==> src/design/msad_pkg.sv <==
// shared constants and types for the multiscale average distance block
package msad_pkg;

  localparam int DEF_VECTOR_LEN   = 64;
  localparam int DEF_NUM_SCALES   = 4;
  localparam int DEF_SAMPLE_WIDTH = 16;
  localparam int DEF_RAD_W        = 38;

  localparam int DIST_W     = 19;
  localparam int COUNT_W    = 7;
  localparam int OUT_SCALES = 4;
  localparam logic [63:0] DIST_MAX = 64'd524287;

  typedef enum logic [2:0] {
    S_CLEAR,
    S_IDLE,
    S_CALC,
    S_DRAIN,
    S_ROOT_GO,
    S_ROOT_WAIT,
    S_PUSH
  } msad_state_t;

  typedef struct packed {
    logic busy;
    logic done;
  } msad_root_stat_t;

endpackage

==> src/design/msad_isqrt.sv <==
// iterative integer square root, one result bit per cycle
module msad_isqrt import msad_pkg::*; #(
  parameter int RAD_W = DEF_RAD_W
) (
  input  logic                     clk,
  input  logic                     rst_n,
  input  logic                     start,
  input  logic [RAD_W-1:0]         radicand,
  output msad_root_stat_t          stat,
  output logic [(RAD_W+1)/2-1:0]   root
);

  localparam int RW    = RAD_W + (RAD_W % 2);
  localparam int HW    = RW / 2;
  localparam int REM_W = HW + 2;
  localparam int CW    = $clog2(HW + 1);

  logic [RW-1:0]    rad_r;
  logic [REM_W-1:0] rem_r;
  logic [REM_W-1:0] rem_nxt;
  logic [HW-1:0]    root_r;
  logic [HW-1:0]    root_nxt;
  logic [CW-1:0]    cnt_r;
  logic             busy_r;
  logic             done_r;

  logic [REM_W-1:0] rem_sh;
  logic [REM_W-1:0] trial;
  logic             fits;

  assign rem_sh = {rem_r[REM_W-3:0], rad_r[RW-1:RW-2]};
  assign trial  = {root_r, 2'b01};
  assign fits   = (rem_sh >= trial);

  always_comb begin
    rem_nxt  = fits ? (rem_sh - trial) : rem_sh;
    root_nxt = {root_r[HW-2:0], fits};
  end

  always_ff @(posedge clk) begin
    if (!rst_n) begin
      busy_r <= 1'b0;
      done_r <= 1'b0;
      cnt_r  <= '0;
    end else begin
      done_r <= 1'b0;
      if (start) begin
        busy_r <= 1'b1;
        cnt_r  <= CW'(HW);
      end else if (busy_r) begin
        cnt_r <= cnt_r - 1'b1;
        if (cnt_r == CW'(1)) begin
          busy_r <= 1'b0;
          done_r <= 1'b1;
        end
      end
    end
  end

  always_ff @(posedge clk) begin
    if (start) begin
      rad_r  <= RW'(radicand);
      rem_r  <= '0;
      root_r <= '0;
    end else if (busy_r) begin
      rad_r  <= {rad_r[RW-3:0], 2'b00};
      rem_r  <= rem_nxt;
      root_r <= root_nxt;
    end
  end

  assign stat.busy = busy_r;
  assign stat.done = done_r;
  assign root      = root_r;

endmodule

==> config.mk <==
export PLATFORM = sky130hd
export DESIGN_NAME = msad_isqrt
export DESIGN_NICKNAME = d
export VERILOG_FILES = /design/src/design/msad_pkg.sv /design/src/design/msad_isqrt.sv
export SDC_FILE = /design/constraint.sdc
export NUM_CORES = 1
export LEC_CHECK = 0
export BUFFER_PORTS_ARGS = -buffer_cell sky130_fd_sc_hd__buf_2
export CORE_MARGIN = 1.5
export CORE_UTILIZATION = 45
export DETAILED_ROUTE_END_ITERATION = 6
export PLACE_DENSITY = 0.64
export SLEW_MARGIN = 30
export SYNTH_ARGS = -nofsm -noshare
export SYNTH_HDL_FRONTEND = slang
export SYNTH_SLANG_ARGS = --single-unit
export TNS_END_PERCENT = 20
==> constraint.sdc <==
create_clock -name clk -period 3.6 [get_ports clk]
set_clock_uncertainty 0.2 [all_clocks]
set_input_delay 0.72 -clock clk [delete_from_list [all_inputs] [get_ports clk]]
set_output_delay 0.72 -clock clk [all_outputs]
set_load 0.005 [all_outputs]
==> results by group <==
Min path
  – Hold WC Path Type: flop to flop
  – Hold path cells: 2
  – Hold EP: rem_r[13]
  – Hold Startpoint: rem_r[13]

Critical path
  – Critical Path Start: root[0]
  – CP max FO: 19
  – Worst Setup Start Kind: flop
  – Kind of critical path: flop to flop
  – Worst r2r src: root[0]
  – R2R cell count: 8
  – Critical Path End Type: flop
  – R2r setup slk: 470 ps
  – Crit Reg-Reg Endpoint: rem_r[10]
  – Critical Path AT: roughly 3200 ps
  – CP Data Required Time: 3640 ps

Clock tree
  – H-tree levels: 3
  – CTS max path bufs: 2
  – Clock transition at path regs: 90 ps
  – CTS tree: built
  – CTS sink count: 83
  – Post-cts hold buffer count: 0
  – Clk_lat worst skew: 350 ps
  – Num CTS Buffers: 9
  – Buffer count from post-CTS setup fixing: 0
  – Clock Tree Root: clkbuf_8
  – Cts repair resizes: 0

Detailed routing
  – Initial drt markers: 161
  – Highest routed layer: met4
  – Post-route ant nets: 0
  – Pre-antenna DRT Iters: 4
  – Drt total wl: 10.2 mm
  – Met3 wire length: slightly below 600 um
  – Vias after detailed routing: between 3000 and 4000
  – Post-DR vias/cell: 5.54
  – Met2 Wirelength: 4.43 mm
  – Wire length per cell: 15.6 um
  – Metal-1 WL: 5.00 mm
  – DRC: 0

Yosys
  – #FFs+latches synth: 83
  – Syn nets: 524
  – Yosys warns: 0
  – Number of synthesized flops with an enable pin: 38
  – Main synth FF type: dfxtp_1
  – Synthesized instance count: between 400 and 500
  – Ys async rst share: 0
  – Register area share after synthesis: 0.434
  – Synthesized cell area: 4700 um2
  – Synth unique cells: 59
  – Syn_area_per_cell: 10.2 um2

Final layout
  – Number of diodes: 0
  – Ratio of cells with drive above 1 in the final layout: 0.260
  – Final net count: 574
  – Area growth, synth to finish: 12.1%

STA
  – Minimum clock period: ~3100 ps
  – Max_slew headroom: 0.425
  – Fin Setup TNS: 0 ps
  – Fmax achieved: 0.320 GHz
  – Final setup viols: 0
  – Final Cycle Share: 0.869
  – Final Hold Viols: 0
  – Worst-Margin Slew: 863 ps
  – RSZ-0062 raised after global routing: no
  – Worst hold slack: 286 ps
  – Final Max Slew Viols: 0
  – Worst setup margin: 473 ps

Die
  – CORE AREA: 10200 um2
  – Starting Density: 0.459
  – Die X: around 110 um
  – Die ar.: about 11000 um2
  – Die Ht: 105 um
  – Rows: 37
  – I/O pin total: 62

Place
  – Post-DP HPWL: 7.28 mm
  – DP Worst Slack: 523 ps
  – I/O Buffers: 61
  – Routability cong.: approximately 0.94

Power and ir drop
  – Leakage: approximately 2.1 nW
  – Maximum VDD drop: 0.519 mV
  – PwrDens: 831 nW/um2

GRT
  – First-pass GRT wire length: 16.8 mm
  – GR Util All Layers: 0.190
  – Initial antenna violation count: 0
  – Vias in the first global route: 3341
  – Total gr overflow: 0
  – Largest net degree at the start of global routing: 81

Run
  – Max cap viols: 0

Run status
  – Outcome: finished, final reports clean
==> critical path: stages (launching register included) <==
cell and delay [ps]:
dfxtp_1 370, inv_1 60, ha_1 270, nor3_1 340, o211ai_2 200, a211oi_4 370, a2111o_1 650, nand2_1 220
a2111oi_2 320
==> flip-flops by register name (all words and copies together), names as in the netlist <==
name    flops
rem_r      19
busy_r      1
cnt_r       5
done_r      1
root       19
rad_r      38
==> power by group <==
group,switching (mW),internal (mW)
registers,0.117,1.13
logic,1.53,0.972
clock network,0.367,0.261
==> synth_stat cells, types with 3 or more instances <==
library cell / instances / area share
nor2_1: 48 / 0.038
dfxtp_1: 45 / 0.19
edfxtp_1: 38 / 0.24
mux2_2: 38 / 0.091
inv_1: 31 / 0.025
ha_1: 23 / 0.061
mux2i_1: 20 / 0.043
nand2_1: 20 / 0.016
a21oi_1: 13 / 0.014
a311oi_1: 13 / 0.024
clkbuf_1: 12 / 0.0096
nand3_1: 11 / 0.012
o21ai_0: 11 / 0.012
o21a_1: 10 / 0.016
a211oi_1: 9 / 0.014
o21ai_1: 9 / 0.0096
nor4_1: 8 / 0.011
xnor2_1: 8 / 0.015
a21o_1: 7 / 0.011
buf_1: 6 / 0.0048
xor2_1: 6 / 0.011
nor3_1: 5 / 0.0053
and2_1: 4 / 0.0053
or3_1: 4 / 0.0053
a21boi_0: 3 / 0.0048
a31o_2: 3 / 0.0056
a32oi_1: 3 / 0.0056
buf_2: 3 / 0.0032
buf_4: 3 / 0.0048
nand2b_1: 3 / 0.0040
nand4_1: 3 / 0.0040
nor2b_1: 3 / 0.0040
o211ai_1: 3 / 0.0048
==> kinds of logic (layout without fill, tap and decap cells) <==
kind of cell             after synthesis  in the layout  synth area share
multiplexers                          58             58             0.134
AND/OR/NAND/NOR                      115            115             0.114
AO/OA/AOI/OAI                        109            109             0.177
buffers and inverters                 58            113            0.0530
XOR/XNOR                              14             14            0.0261
adder cells (fa/ha/maj)               23             23            0.0612
flip-flops                            83             83             0.434
==> layer usage <==
metal / GRT usage / vias to the layer above
met5: 0 / -
met4: 0.0568 / 0
met3: 0.0387 / 13
met2: 0.287 / 81
met1: 0.273 / 1723
li1: - / 1791
==> final cells by class <==
cell class,instances,area [um2]
fill,972,4960
multi-input combinational,319,2410
sequential,83,2040
timing repair buffer,66,343
tap,136,170
clock buffer,9,124
inverter,31,116
clock inverter,7,62.6
==> metrics by stage <==
stage	cell area (um2)	util	std cells	power, mW
final	5270	0.515	651	4.38
after global routing	5270	0.515	651	4.66
after detailed placement	5080	0.497	635	3.72
after floorplan	4700	-	460	3.25
after CTS	5270	0.515	651	4.34
after global placement	5080	0.497	635	3.67
==> layout by cell type, fill, tap and decap left out, types with 4 or more instances in the layout <==
master    instances
nor3_1            5
a311oi_1         13
xor2_1            6
nor2_1           48
a211oi_1          9
clkbuf_8          9
xnor2_1           8
nand2_1          20
or3_1             4
buf_2            61
nand3_1          11
inv_1            31
buf_4             5
ha_1             23
mux2i_1          20
nor4_1            8
mux2_2           38
o21a_1           10
o21ai_0          11
o21ai_1           9
a21o_1            7
a21oi_1          13
edfxtp_1         38
dfxtp_1          44
and2_1            4
==> worst max-delay path by stage <==
stage,endpoint
floorplan,rem_r[17]
global placement,rem_r[10]
detailed placement,rem_r[10]
CTS,rem_r[10]
global route,rem_r[10]
finish,rem_r[10]
(Power assumes the default switching activity.)
